### src/hdl/assert_macros.svh
// ----------------------------------------------------------------------------
// assert_macros.svh - assertion shorthands for the colour converter
// Both macros check on the rising clock edge and stay quiet while reset is low.
// ----------------------------------------------------------------------------
`ifndef ASSERT_MACROS_SVH
`define ASSERT_MACROS_SVH

// Consequent must hold in the same cycle as the antecedent
`define HSV_ASSERT_NOW(label, clk, rstn, ante, cons, msg) \
    label: assert property (@(posedge clk) disable iff (!(rstn)) (ante) |-> (cons)) \
        else $error(msg);

// Consequent must hold in the cycle after the antecedent
`define HSV_ASSERT_NEXT(label, clk, rstn, ante, cons, msg) \
    label: assert property (@(posedge clk) disable iff (!(rstn)) (ante) |=> (cons)) \
        else $error(msg);

`endif

### src/hdl/hsv2rgb_pkg.sv
// ----------------------------------------------------------------------------
// hsv2rgb_pkg - shared types and constants of the HSV to RGB converter
// Field widths, hue sector codes, the scaling constants and the stage enables.
// ----------------------------------------------------------------------------
`default_nettype none

package hsv2rgb_pkg;

    // Field widths
    localparam int unsigned HUE_W    = 9;
    localparam int unsigned PCT_W    = 7;
    localparam int unsigned CH_W     = 8;
    localparam int unsigned OFF_W    = 6;   // offset inside a sector, 0..59
    localparam int unsigned ARG_W    = 13;  // 6000 - s*x terms, up to 6000
    localparam int unsigned PROD_W   = 20;  // v * arg, up to 600000
    localparam int unsigned MUL17_W  = 24;  // 17 * v * arg
    localparam int unsigned SCALED_W = 18;  // 17 * v * arg / 64
    localparam int unsigned RECIP_W  = 15;
    localparam int unsigned RPROD_W  = 32;
    localparam int unsigned DATA_W   = 24;

    // Hue and percentage limits
    localparam logic [HUE_W-1:0] HUE_TURN   = 9'd360;
    localparam logic [PCT_W-1:0] PCT_MAX    = 7'd100;
    localparam logic [OFF_W-1:0] SECTOR_DEG = 6'd60;

    // Every channel is floor(17 * v * arg / 40000) with arg = 6000 - s*x.
    // 40000 = 64 * 625: shift out 64, then divide by 625 through a reciprocal.
    localparam logic [ARG_W-1:0]    ARG_FULL  = 13'd6000;
    localparam int unsigned         DIV_SHIFT = 6;
    localparam logic [SCALED_W-1:0] DIV_ODD   = 18'd625;
    localparam logic [RECIP_W-1:0]  RECIP_K   = 15'd26843;   // floor(2^24 / 625)
    localparam int unsigned         RECIP_SH  = 24;

    // Hue sectors of 60 degrees each
    typedef enum logic [2:0] {
        SEC_RED_YEL = 3'd0,
        SEC_YEL_GRN = 3'd1,
        SEC_GRN_CYN = 3'd2,
        SEC_CYN_BLU = 3'd3,
        SEC_BLU_MAG = 3'd4,
        SEC_MAG_RED = 3'd5
    } sector_t;

    // Load enables of the six pipeline stages
    typedef struct packed {
        logic st1;
        logic st2;
        logic st3;
        logic st4;
        logic st5;
        logic st6;
    } stage_en_t;

endpackage

`default_nettype wire

### src/hdl/hsv2rgb_prep.sv
// ----------------------------------------------------------------------------
// hsv2rgb_prep - input conditioning and term arguments
// Stage 1 clamps the inputs and splits hue into sector and offset; stage 2
// forms the arguments 6000 - s*x of the p, q and t terms.
// ----------------------------------------------------------------------------
`default_nettype none

module hsv2rgb_prep (
    input  wire logic                          aclk,
    input  wire hsv2rgb_pkg::stage_en_t        en,
    input  wire logic [hsv2rgb_pkg::HUE_W-1:0] hue_deg,
    input  wire logic [hsv2rgb_pkg::PCT_W-1:0] sat_pct,
    input  wire logic [hsv2rgb_pkg::PCT_W-1:0] val_pct,
    output hsv2rgb_pkg::sector_t               sector,
    output logic [hsv2rgb_pkg::PCT_W-1:0]      val,
    output logic [hsv2rgb_pkg::ARG_W-1:0]      arg_p,
    output logic [hsv2rgb_pkg::ARG_W-1:0]      arg_q,
    output logic [hsv2rgb_pkg::ARG_W-1:0]      arg_t
);
    import hsv2rgb_pkg::*;

    logic [HUE_W-1:0] hue_c;
    logic [HUE_W-1:0] base;
    sector_t          sector1_next;
    sector_t          sector1_reg;
    sector_t          sector2_reg;
    logic [OFF_W-1:0] off1_next;
    logic [OFF_W-1:0] off1_reg;
    logic [PCT_W-1:0] sat1_next;
    logic [PCT_W-1:0] sat1_reg;
    logic [PCT_W-1:0] val1_next;
    logic [PCT_W-1:0] val1_reg;
    logic [PCT_W-1:0] val2_reg;
    logic [ARG_W-1:0] sat_w;
    logic [ARG_W-1:0] arg_p_next;
    logic [ARG_W-1:0] arg_q_next;
    logic [ARG_W-1:0] arg_t_next;
    logic [ARG_W-1:0] arg_p_reg;
    logic [ARG_W-1:0] arg_q_reg;
    logic [ARG_W-1:0] arg_t_reg;

    // Fold out-of-range hue to zero, clamp percentages
    always_comb begin
        hue_c     = (hue_deg >= HUE_TURN) ? '0 : hue_deg;
        sat1_next = (sat_pct > PCT_MAX) ? PCT_MAX : sat_pct;
        val1_next = (val_pct > PCT_MAX) ? PCT_MAX : val_pct;
    end

    // Find the sector by comparing against its starting angle
    always_comb begin
        priority if (hue_c >= 9'd300) begin
            sector1_next = SEC_MAG_RED;
            base         = 9'd300;
        end else if (hue_c >= 9'd240) begin
            sector1_next = SEC_BLU_MAG;
            base         = 9'd240;
        end else if (hue_c >= 9'd180) begin
            sector1_next = SEC_CYN_BLU;
            base         = 9'd180;
        end else if (hue_c >= 9'd120) begin
            sector1_next = SEC_GRN_CYN;
            base         = 9'd120;
        end else if (hue_c >= 9'd60) begin
            sector1_next = SEC_YEL_GRN;
            base         = 9'd60;
        end else begin
            sector1_next = SEC_RED_YEL;
            base         = '0;
        end
        off1_next = OFF_W'(hue_c - base);
    end

    always_ff @(posedge aclk) begin
        if (en.st1) begin
            sector1_reg <= sector1_next;
            off1_reg    <= off1_next;
            sat1_reg    <= sat1_next;
            val1_reg    <= val1_next;
        end
    end

    // Term arguments: p uses s*60, q uses s*off, t uses s*(60-off)
    always_comb begin
        sat_w      = ARG_W'(sat1_reg);
        arg_p_next = ARG_FULL - sat_w * ARG_W'(SECTOR_DEG);
        arg_q_next = ARG_FULL - sat_w * ARG_W'(off1_reg);
        arg_t_next = ARG_FULL - sat_w * ARG_W'(SECTOR_DEG - off1_reg);
    end

    always_ff @(posedge aclk) begin
        if (en.st2) begin
            sector2_reg <= sector1_reg;
            val2_reg    <= val1_reg;
            arg_p_reg   <= arg_p_next;
            arg_q_reg   <= arg_q_next;
            arg_t_reg   <= arg_t_next;
        end
    end

    assign sector = sector2_reg;
    assign val    = val2_reg;
    assign arg_p  = arg_p_reg;
    assign arg_q  = arg_q_reg;
    assign arg_t  = arg_t_reg;

endmodule

`default_nettype wire

### src/hdl/hsv2rgb_lane.sv
// ----------------------------------------------------------------------------
// hsv2rgb_lane - one channel term, floor(17 * v * arg / 40000)
// Stage 3 multiplies v by arg, stage 4 scales by 17/64 and estimates the
// quotient by 625 through a reciprocal, stage 5 corrects it by at most one.
// ----------------------------------------------------------------------------
`default_nettype none

module hsv2rgb_lane (
    input  wire logic                          aclk,
    input  wire hsv2rgb_pkg::stage_en_t        en,
    input  wire logic [hsv2rgb_pkg::PCT_W-1:0] val,
    input  wire logic [hsv2rgb_pkg::ARG_W-1:0] arg,
    output logic [hsv2rgb_pkg::CH_W-1:0]       term
);
    import hsv2rgb_pkg::*;

    logic [PROD_W-1:0]   prod_next;
    logic [PROD_W-1:0]   prod_reg;
    logic [MUL17_W-1:0]  mul17;
    logic [SCALED_W-1:0] scaled;
    logic [RPROD_W-1:0]  rprod;
    logic [CH_W-1:0]     quot_next;
    logic [CH_W-1:0]     quot_reg;
    logic [SCALED_W-1:0] scaled_reg;
    logic [SCALED_W-1:0] back;
    logic [SCALED_W-1:0] rem;
    logic [CH_W-1:0]     term_next;
    logic [CH_W-1:0]     term_reg;

    // Stage 3: product of value and argument
    assign prod_next = PROD_W'(val) * PROD_W'(arg);

    always_ff @(posedge aclk) begin
        if (en.st3) begin
            prod_reg <= prod_next;
        end
    end

    // Stage 4: times 17, drop 64, estimate the quotient by 625
    always_comb begin
        mul17     = (MUL17_W'(prod_reg) << 4) + MUL17_W'(prod_reg);
        scaled    = mul17[MUL17_W-1:DIV_SHIFT];
        rprod     = RPROD_W'(scaled) * RPROD_W'(RECIP_K);
        quot_next = rprod[RECIP_SH +: CH_W];
    end

    always_ff @(posedge aclk) begin
        if (en.st4) begin
            quot_reg   <= quot_next;
            scaled_reg <= scaled;
        end
    end

    // Stage 5: the estimate is low by at most one
    always_comb begin
        back      = SCALED_W'(quot_reg) * DIV_ODD;
        rem       = scaled_reg - back;
        term_next = (rem >= DIV_ODD) ? quot_reg + CH_W'(1) : quot_reg;
    end

    always_ff @(posedge aclk) begin
        if (en.st5) begin
            term_reg <= term_next;
        end
    end

    assign term = term_reg;

endmodule

`default_nettype wire

### src/hdl/hsv_to_rgb_converter_core.sv
// ----------------------------------------------------------------------------
// hsv_to_rgb_converter_core - streaming HSV to 8-bit RGB pixel converter
// Six-stage pipeline: clamp and sector split, term arguments, multiply,
// reciprocal estimate, correction, sector routing into the output register.
//
//   channel  direction  beat fields (lowest bit first)
//   s_axis   in         hue_deg[8:0], sat_pct[15:9], val_pct[22:16]
//   m_axis   out        red[7:0], green[15:8], blue[23:16]
//
// One pixel per clock sustained while m_tready stays high; each pixel passes from
// input beat to output beat through the six register stages: two in the input
// conditioning, three in each term lane and the output register.
// Reset clears the stage valid bits only; the data path registers are not reset.
// A full stage holds while the one after it is full and stalled, so empty
// stages keep taking beats while a finished pixel waits on m_tready.
// ----------------------------------------------------------------------------
`default_nettype none

`include "assert_macros.svh"

module hsv_to_rgb_converter_core (
    input  wire logic        aclk,
    input  wire logic        aresetn,
    input  wire logic        s_tvalid,
    output logic             s_tready,
    input  wire logic [23:0] s_tdata,   // hue_deg[8:0], sat_pct[15:9], val_pct[22:16]
    output logic             m_tvalid,
    input  wire logic        m_tready,
    output logic [23:0]      m_tdata    // red[7:0], green[15:8], blue[23:16]
);
    import hsv2rgb_pkg::*;

    stage_en_t        en;
    logic             vld1_reg;
    logic             vld2_reg;
    logic             vld3_reg;
    logic             vld4_reg;
    logic             vld5_reg;
    logic             vld6_reg;
    sector_t          sector2;
    sector_t          sector3_reg;
    sector_t          sector4_reg;
    sector_t          sector5_reg;
    logic [PCT_W-1:0] val2;
    logic [ARG_W-1:0] arg_p;
    logic [ARG_W-1:0] arg_q;
    logic [ARG_W-1:0] arg_t;
    logic [CH_W-1:0]  term_v;
    logic [CH_W-1:0]  term_p;
    logic [CH_W-1:0]  term_q;
    logic [CH_W-1:0]  term_t;
    logic [CH_W-1:0]  red_next;
    logic [CH_W-1:0]  green_next;
    logic [CH_W-1:0]  blue_next;
    logic [CH_W-1:0]  red_reg;
    logic [CH_W-1:0]  green_reg;
    logic [CH_W-1:0]  blue_reg;

    // A stage loads when it is empty or its successor loads
    always_comb begin
        en.st6 = !vld6_reg || m_tready;
        en.st5 = !vld5_reg || en.st6;
        en.st4 = !vld4_reg || en.st5;
        en.st3 = !vld3_reg || en.st4;
        en.st2 = !vld2_reg || en.st3;
        en.st1 = !vld1_reg || en.st2;
    end

    assign s_tready = en.st1;

    // Advance valid bits with the data
    always_ff @(posedge aclk) begin
        if (!aresetn) begin
            vld1_reg <= 1'b0;
            vld2_reg <= 1'b0;
            vld3_reg <= 1'b0;
            vld4_reg <= 1'b0;
            vld5_reg <= 1'b0;
            vld6_reg <= 1'b0;
        end else begin
            if (en.st1) vld1_reg <= s_tvalid;
            if (en.st2) vld2_reg <= vld1_reg;
            if (en.st3) vld3_reg <= vld2_reg;
            if (en.st4) vld4_reg <= vld3_reg;
            if (en.st5) vld5_reg <= vld4_reg;
            if (en.st6) vld6_reg <= vld5_reg;
        end
    end

    hsv2rgb_prep u_prep (
        .aclk    (aclk),
        .en      (en),
        .hue_deg (s_tdata[8:0]),
        .sat_pct (s_tdata[15:9]),
        .val_pct (s_tdata[22:16]),
        .sector  (sector2),
        .val     (val2),
        .arg_p   (arg_p),
        .arg_q   (arg_q),
        .arg_t   (arg_t)
    );

    // Four term lanes; the full value term has the whole argument
    hsv2rgb_lane u_lane_v (.aclk(aclk), .en(en), .val(val2), .arg(ARG_FULL), .term(term_v));
    hsv2rgb_lane u_lane_p (.aclk(aclk), .en(en), .val(val2), .arg(arg_p),    .term(term_p));
    hsv2rgb_lane u_lane_q (.aclk(aclk), .en(en), .val(val2), .arg(arg_q),    .term(term_q));
    hsv2rgb_lane u_lane_t (.aclk(aclk), .en(en), .val(val2), .arg(arg_t),    .term(term_t));

    // Carry the sector alongside the lanes
    always_ff @(posedge aclk) begin
        if (en.st3) sector3_reg <= sector2;
        if (en.st4) sector4_reg <= sector3_reg;
        if (en.st5) sector5_reg <= sector4_reg;
    end

    // Route terms to channels by sector
    always_comb begin
        unique case (sector5_reg)
            SEC_RED_YEL: begin
                red_next = term_v; green_next = term_t; blue_next = term_p;
            end
            SEC_YEL_GRN: begin
                red_next = term_q; green_next = term_v; blue_next = term_p;
            end
            SEC_GRN_CYN: begin
                red_next = term_p; green_next = term_v; blue_next = term_t;
            end
            SEC_CYN_BLU: begin
                red_next = term_p; green_next = term_q; blue_next = term_v;
            end
            SEC_BLU_MAG: begin
                red_next = term_t; green_next = term_p; blue_next = term_v;
            end
            default: begin
                red_next = term_v; green_next = term_p; blue_next = term_q;
            end
        endcase
    end

    always_ff @(posedge aclk) begin
        if (en.st6) begin
            red_reg   <= red_next;
            green_reg <= green_next;
            blue_reg  <= blue_next;
        end
    end

    assign m_tvalid = vld6_reg;
    assign m_tdata  = {blue_reg, green_reg, red_reg};

    // Input stops only when every stage is full
    `HSV_ASSERT_NOW(a_full_when_blocked, aclk, aresetn, !s_tready,
        vld1_reg && vld2_reg && vld3_reg && vld4_reg && vld5_reg && vld6_reg,
        "input blocked with an empty stage")
    // An accepted beat lands in stage one
    `HSV_ASSERT_NEXT(a_accept_lands, aclk, aresetn, s_tvalid && s_tready, vld1_reg,
        "accepted beat missing from stage one")
    // A stalled output keeps the last lane stage occupied
    `HSV_ASSERT_NEXT(a_stall_holds, aclk, aresetn, vld6_reg && !m_tready && vld5_reg,
        vld5_reg && $stable(sector5_reg), "stage five lost its pixel under stall")

endmodule

`default_nettype wire

### config.mk
export PLATFORM = sky130hd
export DESIGN_NAME = hsv_to_rgb_converter_core
export DESIGN_NICKNAME = d
export VERILOG_FILES = /design/src/hdl/hsv2rgb_pkg.sv /design/src/hdl/hsv2rgb_prep.sv /design/src/hdl/hsv2rgb_lane.sv /design/src/hdl/hsv_to_rgb_converter_core.sv
export VERILOG_INCLUDE_DIRS = /design/src /design/src/hdl
export SDC_FILE = /design/constraint.sdc
export NUM_CORES = 2
export LEC_CHECK = 0
export ABC_AREA = 1
export BUFFER_PORTS_ARGS = -buffer_cell sky130_fd_sc_hd__buf_4
export CORE_MARGIN = 1
export CORE_UTILIZATION = 60
export CTS_BUF_LIST = sky130_fd_sc_hd__clkbuf_4 sky130_fd_sc_hd__clkbuf_8 sky130_fd_sc_hd__clkbuf_16
export DETAILED_ROUTE_END_ITERATION = 10
export GPL_TIMING_DRIVEN = 0
export PLACE_DENSITY = 0.76
export SLEW_MARGIN = 20
export SYNTH_ARGS = -nofsm -noshare
export SYNTH_HDL_FRONTEND = slang
export SYNTH_HIERARCHICAL = 1
export SYNTH_SLANG_ARGS = --single-unit
### constraint.sdc
create_clock -name aclk -period 10.3 [get_ports aclk]
set_clock_uncertainty 0.05 [all_clocks]
set_input_delay 0.515 -clock aclk [delete_from_list [all_inputs] [get_ports aclk]]
set_output_delay 0.515 -clock aclk [all_outputs]
set_load 0.1 [all_outputs]
Yosys cells after proc, flatten, opt, wreduce, memory -nomap -nowiden
Cells that the tools add are included.

Register bits: 323. Bits of input ports: 28. Output and inout port bits: 26. Logic and storage cells: 121.

$add $sub $neg: 17. $mul: 15. $lt $le $gt $ge: 12. Equal/unequal tests: 4. Multiplexer cells: 17. Reduce and logical (&&, ||, !) cells: 18.

Operator list (count): 18-bit by 15-bit multiplier with 32-bit output (second input constant) (4); 24-bit by 20-bit adder with 24-bit output (4); 18-bit by 10-bit greater-or-equal comparator with 1-bit output (second input constant) (4); 8-bit by 10-bit multiplier with 18-bit output (second input constant) (4); 8-bit case mux with 3 select lines (3); 18-bit subtractor (4); 7-bit by 13-bit multiplier with 20-bit output (3); 13-bit subtractor (first input constant) (3); 8-bit by 1-bit adder with 8-bit output (second input constant) (4); 8-bit two-way mux (4); 6-bit two-way mux (5); 9-bit by 8-bit greater-or-equal comparator with 1-bit output (second input constant) (2); 9-bit greater-or-equal comparator (second input constant) (2); 7-bit by 9-bit multiplier with 16-bit output (second input constant) (1); 7-bit > comparator (second input constant) (2); 7-bit by 13-bit multiplier with 13-bit output (1); 7-bit by 6-bit multiplier with 13-bit output (1); 7-bit by 4-bit multiplier with 11-bit output (second input constant) (1); 2-bit OR reduction (5); 9-bit by 6-bit greater-or-equal comparator with 1-bit output (second input constant) (1); 9-bit by 7-bit greater-or-equal comparator with 1-bit output (second input constant) (1); 9-bit two-way mux (1); 6-bit by 6-bit subtractor with 7-bit output (first input constant) (1); 3-bit by 2-bit equality test with 1-bit output (second input constant) (2); other kinds (8) (20).

Longest topological paths before layout
Depth in word-level cells: 9. Mapped depth: 37.

By module
Netlist, hierarchy kept.

Modules (own cells, without submodules): hsv2rgb_lane at u_lane_p ... (times used 2, cells each 1631, area each 13101.3 um2, sequential area each 1621.6 um2); hsv2rgb_lane at u_lane_v (times used 1, cells each 1616, area each 13012.5 um2, sequential area each 1621.6 um2); hsv2rgb_lane at u_lane_t (times used 1, cells each 1584, area each 12858.6 um2, sequential area each 1621.6 um2); hsv2rgb_prep (times used 1, cells each 765, area each 6822.8 um2, sequential area each 2072.0 um2); hsv_to_rgb_converter_core (times used 1, cells each 202, area each 1834.3 um2, sequential area each 1111.1 um2).

Worst setup path before layout
OpenSTA, ideal clock, no wires.

Path type: flip-flop to flip-flop. Start point: register u_lane_t.prod_reg[9]. End point: register u_lane_t.quot_reg[3], data pin. Library setup time: 0.260 ns. Data arrival time: 5.972 ns. Data required time: 9.990 ns. Slack: 4.018 ns. Cell stages (with the launch flop): 31. Buffers on the path: 0. Period minus slack after synthesis: 6.282 ns. Path through: edfxtp_1 > ha_1 > nand2_1 > nor2_2 > nand3_1 > nand3_2 > nand2_2 > nand2_4 > nand2_1 > nand2_2 > nand2_1 > nor2_4 > xor2_1 > ha_1 > inv_1 > fa_1 > fa_1 > inv_1 > fa_1 > fa_1 > inv_1 > fa_1 > inv_1 > ha_1 > nand2_1 > inv_1 > a21oi_1 > o21ai_0 > a221oi_1 > nand2_1 > xor2_1.

Longest elaborated chain between the ends: 2.

Ends and longest elaborated chain: from (decl) (line hsv2rgb_lane.sv:18) `logic [PROD_W-1:0] prod_reg;`; from (signal assigned) (line hsv2rgb_lane.sv:35) `prod_reg <= prod_next;`; 24-bit by 20-bit adder with 24-bit output (line hsv2rgb_lane.sv:41) `mul17 = (MUL17_W'(prod_reg) << 4) + MUL17_W'(prod_reg);`; via u_lane_t.mul17[23] (line hsv2rgb_lane.sv:19) `logic [MUL17_W-1:0] mul17;`; 18-bit by 15-bit multiplier with 32-bit output (line hsv2rgb_lane.sv:43) `rprod = RPROD_W'(scaled) * RPROD_W'(RECIP_K);`; via u_lane_t.rprod[27] (line hsv2rgb_lane.sv:21) `logic [RPROD_W-1:0] rprod;`; to (signal assigned) (line hsv2rgb_lane.sv:49) `quot_reg <= quot_next;`; to (decl) (line hsv2rgb_lane.sv:23) `logic [CH_W-1:0] quot_reg;`.

The timed path passes the listed nets, and every way through them passes these cells. A chain may end at the register's enable or synchronous reset.

Final worst setup path
Start point: register u_lane_t.prod_reg[4]. End point: register u_lane_t.quot_reg[4], data pin.

Same word-level chain as after synthesis.

==> results.py <==
metrics = {
    "placed_design": {
        "dp_hpwl_mm": 117.6,
        "place.gp.congestion": 0.9721,
        "portBuffers": 51,
    },
    "clock_network": {
        "clockBufferDepth": 3,
        "hold_buffers": 0,
        "numCtsBuffers": 41,
        "clk_latency_ns": 0.61,
        "post_cts_buffers": 0,
        "cts.sinks": 324,
        "cts_tree": "done",
        "cts_htree_levels": 2,
        "root_buffer": "clkbuf_16",
        "cts_resized": 0,
        "clkTransAtPathRegs_ns": 0.06,
    },
    "sta": {
        "rsz0062_at_grt": "no",
        "max_slew_margin_pct": 24.89,
        "holdWs_ns": 0.09613,
        "setup_viol": 0,
        "period_minus_slack_ns": 7.321,
        "fmax_mhz": 136.6,
        "hold_violations": 0,
        "tightest_slew_ns": 1.122,
        "slew_viol_final": 0,
        "final.setup.tns_ns": 0,
        "min_period_over_period_pct": 71.08,
    },
    "setup_path": {
        "path_common_cell": "nand2_1",
        "cp_max_fo": 5,
        "r2r_slack_ns": 2.98,
        "reg2reg_depth": 30,
        "reg2reg_to": "u_lane_t/quot_reg[4]$_DFFE_PP_",
        "required_ns": 10.59,
        "startpoint": "u_lane_t/prod_reg[4]$_DFFE_PP_",
        "cp_num_cells": 30,
        "start_kind": "flop",
        "crit_family": "adder cells",
        "critPathArrivalTime_ns": 7.61,
        "slowest_delay_ns": 0.57,
        "rr_startpoint": "u_lane_t/prod_reg[4]$_DFFE_PP_",
        "worstSetupPathType": "flop to flop",
        "critPathBufInv": 4,
        "slowest_stage": "fa_1",
        "crit_path_end": "u_lane_t/quot_reg[4]$_DFFE_PP_",
        "worst_setup_path_end_kind": "flop",
    },
    "synthesis": {
        "synth.most_common_cell": "inv_1",
        "synthTopCellsByArea": "fa_1, ha_1, edfxtp_1",
        "synth_area_sq_mm": 0.06073,
        "synthArstFlopShare_pct": 0,
        "ys_seq_area_share_pct": 15.92,
        "syn_avg_cell_area_sq_um": 8.175,
        "synthDistinctLibCells": 65,
        "synthFlopType": "edfxtp_1",
        "yosys.area.top_type_share_pct": 23.37,
        "synth_top_cell_by_area": "fa_1",
        "synth.top_cells.by_count": "inv_1, nand2_1, ha_1, fa_1, nor2_1",
        "synth_edf_count": 318,
        "yosysWarnings": 6,
        "syn_inst": 7429,
        "ys_seq_elements": 324,
    },
    "layout": {
        "fin_nets": 9351,
        "fillers": 8429,
        "drive_gt1_share_pct": 4.667,
        "diodes": 0,
        "syn2layout_area_growth_pct": 6.379,
    },
    "run_status": {
        "status": "finished clean",
    },
    "floorplanning": {
        "start_util_pct": 60.64,
        "core_area_sq_mm": 0.1001,
        "ios": 54,
        "fp.dieW_um": 320.1,
        "dieArea_sq_mm": 0.1025,
        "rows": 116,
        "fp.dieH_um": 320.1,
    },
    "global_routing": {
        "grt_max_degree": 57,
        "antenna_found_initial": 0,
        "grt_use_total_pct": 27.26,
        "grt-ovfl-total": 0,
        "grt_pass1_vias": 47610,
        "grt_pass1_wl_mm": 229.0,
    },
    "route": {
        "drtPass1Iterations": 8,
        "drt_iter0_markers": 2951,
        "postRouteAntennaNets": 0,
        "dr_total_vias": 47030,
        "wl_mm": 136.3,
        "drc": 0,
        "viasPerCell": 5.257,
        "wl_per_cell_um": 15.23,
    },
    "min_path": {
        "hold_path_class": "primary input to flop",
    },
    "job": {
        "cap_violations": 0,
    },
}
per-layer routing:
metal / up-vias / track usage [%] / part of all wire [%]
li1: 23290 / - / -
met1: 22400 / 36.57 / 45
met2: 1147 / 46.99 / 48
met3: 195 / 3.189 / 5.4
met4: 0 / 6.592 / 2.2
met5: - / 0 / 0
through the flow:
stage                     setup slack [ns]  util [%]  area (sq um)  instances
after floorplan                      4.018         -         61070       7519
after global placement               3.138     62.98         63080       8868
after detailed placement             3.065     63.09         63180       8872
after CTS                            3.019     64.51         64600       8947
after global routing                 2.558     64.51         64600       8947
final                                2.979     64.51         64600       8947
cells by family (layout without fill, tap and decap cells):
group           Yosys count  after routing  share of synthesized area, %
simple gates           2495           2495                         17.74
buf+inv                2006           2136                         12.47
fa+ha+maj              1706           1706                         43.91
compound gates          628            628                         5.936
flops                   324            324                         15.92
xor+xnor                267            267                         3.999
other cells               3             93                       0.01854
worst min path at each step:
stage / cells past startpoint / from / slack, ns / end
2_1_floorplan: 0 / u_prep/sector[0]$_DFFE_PP_ / 0.35 / sector3_reg[0]$_DFFE_PP_
3_3_place_gp: 0 / u_prep/val1_reg[2]$_SDFFCE_PN1P_ / 0.35 / u_prep/val[2]$_DFFE_PP_
3_5_place_dp: 0 / sector4_reg[0]$_DFFE_PP_ / 0.35 / sector5_reg[0]$_DFFE_PP_
4_1_cts: 2 / aresetn / 0.07 / vld4_reg$_SDFFE_PN0P_
5_1_grt: 2 / aresetn / 0.1 / vld4_reg$_SDFFE_PN0P_
6_report: 2 / aresetn / 0.1 / vld4_reg$_SDFFE_PN0P_
worst reg2reg max path: cells and delay by family, from the launching register on:
family	cells	cell delay (ns)
DFF	1	0.43
adders and majority gates	8	3.61
AOI/OAI and AO/OA	2	0.57
and+or+nand+nor	15	1.63
xor gates and xnor gates	1	0.48
buffers and inverters	4	0.26
cell type report:
class | instances | area [sq um] | share of cell area (%)
Clock buffer | 47 | 1106 | 1.712
Multi-Input combinational cell | 5189 | 43850 | 67.88
Buffer | 52 | 235.2 | 0.3641
Timing Repair Buffer | 55 | 461.7 | 0.7146
Clock inverter | 28 | 314.1 | 0.4861
Sequential cell | 324 | 9669 | 14.97
Tap cell | 1298 | 1624 | 2.514
Inverter | 1954 | 7342 | 11.36
cells in the final DEF (no fill, tap or decap), types with 15 or more instances in the layout:
master | synthesis | final
xnor2_1 | 72 | 72
a21oi_1 | 299 | 299
nand4_1 | 129 | 129
xor2_1 | 186 | 186
inv_2 | 41 | 41
nand3_1 | 186 | 184
inv_1 | 1908 | 1907
nor2_2 | 24 | 24
edfxtp_1 | 318 | 318
nor2_1 | 343 | 343
fa_1 | 709 | 709
nand3b_1 | 27 | 27
o21ai_0 | 152 | 152
a21o_1 | 28 | 28
o21bai_1 | 19 | 19
nand2_1 | 1613 | 1612
nor4_1 | 15 | 15
buf_4 | 5 | 56
conb_1 | 3 | 93
nand2_2 | 44 | 44
clkbuf_1 | 40 | 40
ha_1 | 997 | 997
clkbuf_16 | 0 | 43
nor2_4 | 15 | 15
nor3_1 | 42 | 42
a31oi_1 | 20 | 20
o211ai_1 | 19 | 19
Power is not shown: default switching activity piles up to over one toggle a cycle in this logic, so the estimate is an artifact.
